==> config.mk <==
export PLATFORM = sky130hd
export DESIGN_NAME = top_k_abs_product_select_core
export DESIGN_NICKNAME = d
export VERILOG_FILES = /design/src/hw/rtl/tkaps_pkg.sv /design/src/hw/rtl/top_k_abs_product_select_core.sv /design/src/hw/rtl/tkaps_front.sv /design/src/hw/rtl/tkaps_fifo.sv /design/src/hw/rtl/tkaps_back.sv
export SDC_FILE = /design/constraint.sdc
export NUM_CORES = 2
export LEC_CHECK = 0
export ABC_AREA = 1
export BUFFER_PORTS_ARGS = -buffer_cell sky130_fd_sc_hd__buf_2
export CORE_ASPECT_RATIO = 0.6
export CORE_MARGIN = 2
export CORE_UTILIZATION = 39
export CTS_BUF_LIST = sky130_fd_sc_hd__clkbuf_8
export CTS_CLUSTER_DIAMETER = 80
export DETAILED_ROUTE_END_ITERATION = 10
export SYNTH_ARGS = -nofsm -noshare
export SYNTH_HDL_FRONTEND = slang
export SYNTH_HIERARCHICAL = 1
export SYNTH_SLANG_ARGS = --single-unit
export TNS_END_PERCENT = 20
==> constraint.sdc <==
create_clock -name clk -period 9.8 [get_ports clk]
set_input_delay 0.49 -clock clk [delete_from_list [all_inputs] [get_ports clk]]
set_output_delay 0.49 -clock clk [all_outputs]
set_load 0.01 [all_outputs]
==> src/hw/rtl/tkaps_pkg.sv <==
// ----------------------------------------------------------------------------
// tkaps_pkg: shared types and constants for the top-K product select block
// Payload words, queue entry layout, queue sizing and back-end state codes.
// ----------------------------------------------------------------------------
package tkaps_pkg;

	localparam int UNIT_W  = 10;
	localparam int MAG_W   = 31;
	localparam int Q_DEPTH = 4;
	localparam int Q_PTR_W = 2;
	localparam int Q_CNT_W = 3;

	typedef struct packed {
		logic signed [15:0] activation;
		logic signed [15:0] weight;
		logic               last_item;
	} item_t;

	typedef struct packed {
		logic                     slot_valid;
		logic        [UNIT_W-1:0] unit_index;
		logic signed [15:0]       kept_activation;
		logic signed [15:0]       kept_weight;
		logic signed [31:0]       product;
		logic                     end_of_run;
	} result_t;

	// one ranked entry as held in the table
	typedef struct packed {
		logic        [UNIT_W-1:0] unit;
		logic signed [15:0]       act;
		logic signed [15:0]       wgt;
		logic signed [31:0]       prod;
		logic        [MAG_W-1:0]  mag;
	} slot_t;

	// queue word between front and back
	typedef struct packed {
		slot_t slot;
		logic  last;
	} entry_t;

	typedef enum logic {
		ST_INSERT,
		ST_EMIT
	} back_state_t;

endpackage

==> src/hw/rtl/top_k_abs_product_select_core.sv <==
// ----------------------------------------------------------------------------
// top_k_abs_product_select_core: streaming top-K by product magnitude
// Throughput: one word per cycle unless item_stall is high. After a last word
// the table emits its TOP_K ranks through the output register, one per cycle
// unless result_stall is high; the 4-entry queue lets input run on meanwhile.
// Reset: asynchronous, clears table marks, run count, queue and handshakes.
// ----------------------------------------------------------------------------
module top_k_abs_product_select_core #(
	parameter int TOP_K      = 8,
	parameter int MAX_HIDDEN = 1024
) (
	input  logic               clk,
	input  logic               arst_n,
	input  logic               item_valid,
	output logic               item_stall,
	input  tkaps_pkg::item_t   item,
	output logic               result_valid,
	input  logic               result_stall,
	output tkaps_pkg::result_t result
);

	logic              push;
	tkaps_pkg::entry_t push_entry;
	logic              q_full;
	logic              pop;
	tkaps_pkg::entry_t q_head;
	logic              q_empty;

	tkaps_front #(
		.MAX_HIDDEN (MAX_HIDDEN)
	) u_front (
		.clk        (clk),
		.arst_n     (arst_n),
		.item_valid (item_valid),
		.item_stall (item_stall),
		.item       (item),
		.push       (push),
		.push_entry (push_entry),
		.q_full     (q_full)
	);

	tkaps_fifo u_fifo (
		.clk        (clk),
		.arst_n     (arst_n),
		.push       (push),
		.push_entry (push_entry),
		.full       (q_full),
		.pop        (pop),
		.head       (q_head),
		.empty      (q_empty)
	);

	tkaps_back #(
		.TOP_K (TOP_K)
	) u_back (
		.clk          (clk),
		.arst_n       (arst_n),
		.q_empty      (q_empty),
		.q_head       (q_head),
		.pop          (pop),
		.result_valid (result_valid),
		.result_stall (result_stall),
		.result       (result)
	);

endmodule

==> src/hw/rtl/tkaps_front.sv <==
// ----------------------------------------------------------------------------
// tkaps_front: input stage
// Numbers each word within its run, forms the product and its magnitude and
// hands the classified entry to the queue.
// ----------------------------------------------------------------------------
module tkaps_front #(
	parameter int MAX_HIDDEN = 1024
) (
	input  logic                    clk,
	input  logic                    arst_n,
	input  logic                    item_valid,
	output logic                    item_stall,
	input  tkaps_pkg::item_t        item,
	output logic                    push,
	output tkaps_pkg::entry_t       push_entry,
	input  logic                    q_full
);

	localparam int CNT_W = $clog2(MAX_HIDDEN);

	logic                           accept;
	logic [CNT_W-1:0]               cnt_q;
	logic [CNT_W+tkaps_pkg::UNIT_W-1:0] cnt_ext;

	logic                           valid_s1;
	logic                           last_s1;
	logic [tkaps_pkg::UNIT_W-1:0]   unit_s1;
	logic signed [15:0]             act_s1;
	logic signed [15:0]             wgt_s1;
	logic signed [31:0]             prod_s1;
	logic [31:0]                    neg_prod;

	assign item_stall = valid_s1 && q_full;
	assign accept     = item_valid && !item_stall;
	assign push       = valid_s1 && !q_full;

	// index is the count folded to the unit field width
	assign cnt_ext = {{tkaps_pkg::UNIT_W{1'b0}}, cnt_q};

	always_ff @(posedge clk or negedge arst_n) begin
		if (!arst_n) begin
			cnt_q <= '0;
		end else if (accept) begin
			if (item.last_item) begin
				cnt_q <= '0;
			end else if (cnt_q != CNT_W'(MAX_HIDDEN - 1)) begin
				cnt_q <= cnt_q + 1'b1;
			end
		end
	end

	always_ff @(posedge clk or negedge arst_n) begin
		if (!arst_n) begin
			valid_s1 <= 1'b0;
		end else if (accept) begin
			valid_s1 <= 1'b1;
		end else if (push) begin
			valid_s1 <= 1'b0;
		end
	end

	always_ff @(posedge clk) begin
		if (accept) begin
			last_s1 <= item.last_item;
			unit_s1 <= cnt_ext[tkaps_pkg::UNIT_W-1:0];
			act_s1  <= item.activation;
			wgt_s1  <= item.weight;
			prod_s1 <= item.activation * item.weight;
		end
	end

	// Q9.22 magnitude fits 31 bits, the most negative product cannot occur
	assign neg_prod = 32'd0 - prod_s1;

	always_comb begin
		push_entry.last      = last_s1;
		push_entry.slot.unit = unit_s1;
		push_entry.slot.act  = act_s1;
		push_entry.slot.wgt  = wgt_s1;
		push_entry.slot.prod = prod_s1;
		push_entry.slot.mag  = prod_s1[31] ? neg_prod[tkaps_pkg::MAG_W-1:0]
		                                   : prod_s1[tkaps_pkg::MAG_W-1:0];
	end

endmodule

==> src/hw/rtl/tkaps_fifo.sv <==
// ----------------------------------------------------------------------------
// tkaps_fifo: short queue between front and back
// Register-based FIFO with a single read port at the head.
// ----------------------------------------------------------------------------
module tkaps_fifo (
	input  logic              clk,
	input  logic              arst_n,
	input  logic              push,
	input  tkaps_pkg::entry_t push_entry,
	output logic              full,
	input  logic              pop,
	output tkaps_pkg::entry_t head,
	output logic              empty
);

	tkaps_pkg::entry_t              mem_q [tkaps_pkg::Q_DEPTH];
	logic [tkaps_pkg::Q_PTR_W-1:0]  wr_ptr_q;
	logic [tkaps_pkg::Q_PTR_W-1:0]  rd_ptr_q;
	logic [tkaps_pkg::Q_CNT_W-1:0]  cnt_q;

	assign full  = (cnt_q == tkaps_pkg::Q_CNT_W'(tkaps_pkg::Q_DEPTH));
	assign empty = (cnt_q == '0);
	assign head  = mem_q[rd_ptr_q];

	always_ff @(posedge clk or negedge arst_n) begin
		if (!arst_n) begin
			wr_ptr_q <= '0;
			rd_ptr_q <= '0;
			cnt_q    <= '0;
		end else begin
			if (push) begin
				wr_ptr_q <= wr_ptr_q + 1'b1;
			end
			if (pop) begin
				rd_ptr_q <= rd_ptr_q + 1'b1;
			end
			if (push && !pop) begin
				cnt_q <= cnt_q + 1'b1;
			end else if (pop && !push) begin
				cnt_q <= cnt_q - 1'b1;
			end
		end
	end

	always_ff @(posedge clk) begin
		if (push) begin
			mem_q[wr_ptr_q] <= push_entry;
		end
	end

endmodule

==> src/hw/rtl/tkaps_back.sv <==
// ----------------------------------------------------------------------------
// tkaps_back: ranking table and result output
// Chain of cells compares every kept magnitude with the incoming entry in
// parallel and shifts the losers down a rank. On the last word of a run the
// chain is shifted out through the output register, which empties it.
// ----------------------------------------------------------------------------
module tkaps_back #(
	parameter int TOP_K = 8
) (
	input  logic                 clk,
	input  logic                 arst_n,
	input  logic                 q_empty,
	input  tkaps_pkg::entry_t    q_head,
	output logic                 pop,
	output logic                 result_valid,
	input  logic                 result_stall,
	output tkaps_pkg::result_t   result
);

	localparam int EMIT_W = $clog2(TOP_K + 1);

	tkaps_pkg::back_state_t state_q, state_d;

	logic                 used_q [TOP_K];
	tkaps_pkg::slot_t     cell_q [TOP_K];
	logic [TOP_K-1:0]     win;
	logic                 ins_used [TOP_K];
	tkaps_pkg::slot_t     ins_cell [TOP_K];
	logic                 sh_used  [TOP_K];
	tkaps_pkg::slot_t     sh_cell  [TOP_K];

	logic [EMIT_W-1:0]    emit_cnt_q;
	logic                 out_free;
	logic                 emit_go;
	logic                 emit_end;
	logic                 res_valid_q;
	tkaps_pkg::result_t   res_q;

	assign out_free = !res_valid_q || !result_stall;
	assign emit_end = (emit_cnt_q == EMIT_W'(TOP_K - 1));

	// an empty cell loses to anything; ties keep the older entry ahead
	always_comb begin
		for (int i = 0; i < TOP_K; i++) begin
			win[i] = !used_q[i] || (q_head.slot.mag > cell_q[i].mag);
		end
	end

	for (genvar i = 0; i < TOP_K; i++) begin : g_cell
		if (i == 0) begin : g_head
			assign ins_used[i] = 1'b1;
			assign ins_cell[i] = q_head.slot;
		end else begin : g_body
			assign ins_used[i] = win[i-1] ? used_q[i-1] : 1'b1;
			assign ins_cell[i] = win[i-1] ? cell_q[i-1] : q_head.slot;
		end
		if (i == TOP_K - 1) begin : g_tail
			assign sh_used[i] = 1'b0;
			assign sh_cell[i] = cell_q[i];
		end else begin : g_mid
			assign sh_used[i] = used_q[i+1];
			assign sh_cell[i] = cell_q[i+1];
		end
	end

	always_ff @(posedge clk or negedge arst_n) begin
		if (!arst_n) begin
			state_q <= tkaps_pkg::ST_INSERT;
		end else begin
			state_q <= state_d;
		end
	end

	always_comb begin
		state_d = state_q;
		pop     = 1'b0;
		emit_go = 1'b0;
		unique case (state_q)
			tkaps_pkg::ST_INSERT: begin
				pop = !q_empty;
				if (pop && q_head.last) begin
					state_d = tkaps_pkg::ST_EMIT;
				end
			end
			tkaps_pkg::ST_EMIT: begin
				emit_go = out_free;
				if (emit_go && emit_end) begin
					state_d = tkaps_pkg::ST_INSERT;
				end
			end
			default: begin
				state_d = tkaps_pkg::ST_INSERT;
			end
		endcase
	end

	always_ff @(posedge clk or negedge arst_n) begin
		if (!arst_n) begin
			for (int i = 0; i < TOP_K; i++) begin
				used_q[i] <= 1'b0;
			end
			emit_cnt_q  <= '0;
			res_valid_q <= 1'b0;
		end else begin
			for (int i = 0; i < TOP_K; i++) begin
				if (pop && win[i]) begin
					used_q[i] <= ins_used[i];
				end else if (emit_go) begin
					used_q[i] <= sh_used[i];
				end
			end
			if (emit_go) begin
				emit_cnt_q <= emit_end ? '0 : emit_cnt_q + 1'b1;
			end
			if (out_free) begin
				res_valid_q <= emit_go;
			end
		end
	end

	always_ff @(posedge clk) begin
		for (int i = 0; i < TOP_K; i++) begin
			if (pop && win[i]) begin
				cell_q[i] <= ins_cell[i];
			end else if (emit_go) begin
				cell_q[i] <= sh_cell[i];
			end
		end
		if (emit_go) begin
			res_q.slot_valid      <= used_q[0];
			res_q.unit_index      <= used_q[0] ? cell_q[0].unit : '0;
			res_q.kept_activation <= used_q[0] ? cell_q[0].act  : '0;
			res_q.kept_weight     <= used_q[0] ? cell_q[0].wgt  : '0;
			res_q.product         <= used_q[0] ? cell_q[0].prod : '0;
			res_q.end_of_run      <= emit_end;
		end
	end

	assign result_valid = res_valid_q;
	assign result       = res_q;

endmodule
==> impl_results.html <==
<table>
<tr><th>Metric</th><th>Value</th></tr>
<tr><th colspan="2">Logic synthesis</th></tr>
<tr><td>Dominant cell by count in the synthesized netlist</td><td>sky130_fd_sc_hd__nand2_1</td></tr>
<tr><td>Post-synthesis cell count</td><td>9967</td></tr>
<tr><td>Area share of the leading cell type in the synthesized netlist</td><td>49.2%</td></tr>
<tr><td>Area of the mapped netlist</td><td>86400 µm²</td></tr>
<tr><td>Synth warnings</td><td>6</td></tr>
<tr><td>Sequential fraction of the synthesis area</td><td>50.1%</td></tr>
<tr><td>Most used DFF post-synth</td><td>sky130_fd_sc_hd__edfxtp_1</td></tr>
<tr><td>Share of synthesized registers carrying an async set or reset</td><td>2.21%</td></tr>
<tr><td>Number of nets produced by synthesis</td><td>10600</td></tr>
<tr><td>Number of synthesized register bits</td><td>1447</td></tr>
<tr><td>Cell taking the most area after synthesis</td><td>sky130_fd_sc_hd__edfxtp_1</td></tr>
<tr><td>Number of flops mapped to enable cells by yosys</td><td>1415</td></tr>
<tr><td>Synthesized area per cell</td><td>8.67 µm²</td></tr>
<tr><td>Number of library cell types mapped by synthesis</td><td>42</td></tr>
<tr><td>Leading cell types by count after synthesis</td><td>3582 x sky130_fd_sc_hd__nand2_1, 1598 x sky130_fd_sc_hd__inv_1, 1415 x sky130_fd_sc_hd__edfxtp_1, 1130 x sky130_fd_sc_hd__nand3_1, 366 x sky130_fd_sc_hd__o21ai_0</td></tr>
<tr><td>Top cells by area, synth</td><td>sky130_fd_sc_hd__edfxtp_1 49%, sky130_fd_sc_hd__nand2_1 16%, sky130_fd_sc_hd__inv_1 6.9%</td></tr>
<tr><th colspan="2">Placement</th></tr>
<tr><td>Routability cong.</td><td>0.924</td></tr>
<tr><td>Final HPWL from detailed placement</td><td>170 mm</td></tr>
<tr><td>Placed Instance Area</td><td>89100 µm²</td></tr>
<tr><td>Number of buffers added on ports</td><td>114</td></tr>
<tr><td>Minimum setup slack after placement</td><td>2720 ps</td></tr>
<tr><th colspan="2">Job</th></tr>
<tr><td>Number of maximum-capacitance violations</td><td>0</td></tr>
<tr><th colspan="2">Run status</th></tr>
<tr><td>Result of the run</td><td>finished, final reports clean</td></tr>
<tr><th colspan="2">Drt</th></tr>
<tr><td>Wire per inst</td><td>21.0 µm</td></tr>
<tr><td>Topmost layer with routed signal wires</td><td>met4</td></tr>
<tr><td>Total vias in the final route</td><td>68700</td></tr>
<tr><td>Drt first-iter violations</td><td>8302</td></tr>
<tr><td>Per-cell via count in the routed design</td><td>5.30</td></tr>
<tr><td>Routed met1 length</td><td>125 mm</td></tr>
<tr><td>Met2 layer wire length in the routed design</td><td>111 mm</td></tr>
<tr><td>Remaining routing DRC violations</td><td>0</td></tr>
<tr><td>Met3 Routed Length</td><td>28.8 mm</td></tr>
<tr><td>Number of antenna-violating nets in the routed design</td><td>0</td></tr>
<tr><td>Final routed wirelength across all metal layers</td><td>273 mm</td></tr>
<tr><td>First drt pass iteration count</td><td>6</td></tr>
<tr><th colspan="2">Worst setup path</th></tr>
<tr><td>Worst flop-to-flop path endpoint</td><td>u_back/cell_q[0][33]</td></tr>
<tr><td>Capturing element type of the critical path</td><td>register</td></tr>
<tr><td>CP max stage delay</td><td>850 ps</td></tr>
<tr><td>Critical Path Most Common Cell</td><td>sky130_fd_sc_hd__nand2_1</td></tr>
<tr><td>Critical-path cell list</td><td>buf_4 &gt; o211ai_1 &gt; nand2_1 &gt; ha_1 &gt; a21o_1 &gt; inv_1 &gt; o21a_1 &gt; nand2_1 &gt; nor2_1 &gt; nand2_1 &gt; nand2_4 &gt; nand2_4 &gt; nand2_1 &gt; nand2_4 &gt; buf_12</td></tr>
<tr><td>Startpoint of the worst register-to-register path</td><td>u_fifo/rd_ptr_q[1]</td></tr>
<tr><td>Setup Crit Path Kind</td><td>register to register</td></tr>
<tr><td>Type of origin of the critical path</td><td>register</td></tr>
<tr><td>Critical path data arrival time</td><td>7770 ps</td></tr>
<tr><td>Worst-path maximum fanout</td><td>60</td></tr>
<tr><td>Worst R2R Setup Slack</td><td>2640 ps</td></tr>
<tr><td>CP endpoint</td><td>u_back/cell_q[0][33]</td></tr>
<tr><td>Critical Path Start</td><td>u_fifo/rd_ptr_q[1]</td></tr>
<tr><td>Cell with the largest stage delay on the worst path</td><td>sky130_fd_sc_hd__dfrtp_4</td></tr>
<tr><td>Worst Path Required</td><td>10410 ps</td></tr>
<tr><td>R2R depth</td><td>15</td></tr>
<tr><th colspan="2">STA</th></tr>
<tr><td>Number of setup violations in the final report</td><td>0</td></tr>
<tr><td>Sum of negative setup slack</td><td>0 ps</td></tr>
<tr><td>Worst clock skew</td><td>121 ps</td></tr>
<tr><td>Hold slack final</td><td>136 ps</td></tr>
<tr><td>Final number of max-transition violations</td><td>0</td></tr>
<tr><td>Setup repair after global routing missed its margin</td><td>no</td></tr>
<tr><td>Period minus WS final</td><td>7160 ps</td></tr>
<tr><td>Endpoints failing hold</td><td>0</td></tr>
<tr><td>Final cycle utilization of the critical path</td><td>73.1%</td></tr>
<tr><td>Worst Tran Pin Value</td><td>1220 ps</td></tr>
<tr><td>Setup slack after layout</td><td>2640 ps</td></tr>
<tr><td>Achievable Freq</td><td>140 MHz</td></tr>
<tr><td>Worst slew margin relative to its limit</td><td>18.7%</td></tr>
<tr><th colspan="2">Floorplan</th></tr>
<tr><td>Top Ports</td><td>115</td></tr>
<tr><td># rows</td><td>133</td></tr>
<tr><td>Die span in y</td><td>369 µm</td></tr>
<tr><td>Die area</td><td>225000 µm²</td></tr>
<tr><td>CORE AREA</td><td>220000 µm²</td></tr>
<tr><td>Effective utilization at floorplan</td><td>39.3%</td></tr>
<tr><td>Die span in x</td><td>612 µm</td></tr>
<tr><th colspan="2">Clocking</th></tr>
<tr><td>Clock latency on the worst-skew pair</td><td>1010 ps</td></tr>
<tr><td>TritonCTS clock tree</td><td>yes</td></tr>
<tr><td>Clock-pin slew on the worst setup and hold paths</td><td>70 ps</td></tr>
<tr><td>Number of clock sinks seen by CTS</td><td>1447</td></tr>
<tr><td>Num CTS Buffers</td><td>223</td></tr>
<tr><td>Clk root buf</td><td>sky130_fd_sc_hd__clkbuf_8</td></tr>
<tr><td>Buffer levels on the longest clock path</td><td>4</td></tr>
<tr><td>CTS H-Tree Depth</td><td>4</td></tr>
<tr><th colspan="2">Cells and area</th></tr>
<tr><td>Layout cells sized above 1</td><td>5.10%</td></tr>
<tr><td>Net count, final</td><td>10500</td></tr>
<tr><td>Area added between synthesis and finish</td><td>8.15%</td></tr>
<tr><td>Final Cell Area</td><td>93500 µm²</td></tr>
<tr><th colspan="2">GRT</th></tr>
<tr><td>Number of global-route vias before repair</td><td>66100</td></tr>
<tr><td>Antenna violations before repair</td><td>3</td></tr>
<tr><td>Wire length of the first global-routing pass</td><td>411 mm</td></tr>
<tr><td>Pin count of the biggest net entering global routing</td><td>189</td></tr>
<tr><td>GR Overflow Total</td><td>0</td></tr>
<tr><td>Global-route usage over all layers</td><td>23.8%</td></tr>
<tr><th colspan="2">Worst hold path</th></tr>
<tr><td>Worst min-delay path category</td><td>input pin to asynchronous set/reset pin</td></tr>
</table>
## sequential cells by signal, indices dropped and copies added, names as in the netlist
| register | flops |
|---|---|
| u_fifo/mem_q | 424 |
| u_front/prod_s1 | 32 |
| u_front/wgt_s1 | 16 |
| u_back/emit_cnt_q | 4 |
| u_front/cnt_q | 10 |
| u_back/cell_q | 840 |
| u_front/valid_s1 | 1 |
| u_fifo/rd_ptr_q | 2 |
| u_front/last_s1 | 1 |
| u_back/used_q | 1 |
| u_back/result | 76 |
| u_back/result_valid | 1 |
| u_back/state_q | 1 |
| u_fifo/cnt_q | 3 |
| u_fifo/wr_ptr_q | 2 |
| u_front/act_s1 | 16 |
| u_back/sh_used | 7 |
| u_front/unit_s1 | 10 |
## layout by cell type (no fill, tap or decap), types with 24 or more instances in the layout
cell / count
sky130_fd_sc_hd__nand2_1: 3573
sky130_fd_sc_hd__inv_1: 1670
sky130_fd_sc_hd__edfxtp_1: 1415
sky130_fd_sc_hd__nand3_1: 1130
sky130_fd_sc_hd__o21ai_0: 366
sky130_fd_sc_hd__ha_1: 338
sky130_fd_sc_hd__fa_1: 263
sky130_fd_sc_hd__clkbuf_8: 229
sky130_fd_sc_hd__o211ai_1: 214
sky130_fd_sc_hd__nor2_1: 184
sky130_fd_sc_hd__buf_2: 114
sky130_fd_sc_hd__a21oi_1: 104
sky130_fd_sc_hd__buf_4: 70
sky130_fd_sc_hd__clkinv_1: 51
sky130_fd_sc_hd__nand4_1: 45
sky130_fd_sc_hd__xor2_1: 42
sky130_fd_sc_hd__dlygate4sd3_1: 36
sky130_fd_sc_hd__dfrtp_1: 24
## worst min path at each step
stage / slack, ps / to / cells past startpoint
4_1_cts: 70 / u_front/cnt_q[0] / 3
3_3_place_gp: 470 / u_front/valid_s1 / 2
2_1_floorplan: 190 / u_back/emit_cnt_q[0] / 0
6_report: 140 / u_front/cnt_q[0] / 3
5_1_grt: 110 / u_front/cnt_q[4] / 3
3_5_place_dp: 480 / u_fifo/mem_q[3][89] / 0
## kinds of logic after synthesis
| group | Yosys count | share of synthesized area [%] |
|---|---|---|
| and+or+nand+nor | 5007 | 23.7 |
| buffers and inverters | 2138 | 9.78 |
| DFF | 1447 | 50.1 |
| AOI/OAI and AO/OA | 722 | 4.89 |
| adders and majority gates | 601 | 11.0 |
| xor gates and xnor gates | 52 | 0.527 |
## final cells by class
class,instances,area [µm²]
timing repair buffer,230,1660
fill,21400,126000
clock inverter,158,846
multi-input combinational,6382,34800
clock buffer,229,3150
inverter,1603,6040
antenna,3,7.51
sequential,1447,43300
tap,2902,3630
## critical path: cells and delay by family, from the launching register on
kind	cells	cell delay [ps]
and+or+nand+nor	8	3610
DFF	1	850
adders and majority gates	1	370
AOI/OAI and AO/OA	3	480
buffers and inverters	3	1290
## stage by stage
stage	instances	util [%]
after floorplan	9967	-
after global placement	12500	40.6
after detailed placement	12500	40.6
after CTS	13000	42.5
after global routing	13000	42.5
final	13000	42.6
## metal layers
metal	up-vias	track usage, %
met5	-	0
met4	0	6.90
met3	429	4.90
met2	3464	33.8
met1	33000	36.2
li1	31800	-
## what timing repair did
item	CTS	global route
buffers inserted	0	0
hold buffers	36	0
gates resized for setup	0	0
endpoints found under the hold margin	73	0
Power is left out: the tool's default activity adds up to more than one toggle a clock period on the data nets, which glitch-free logic cannot reach.
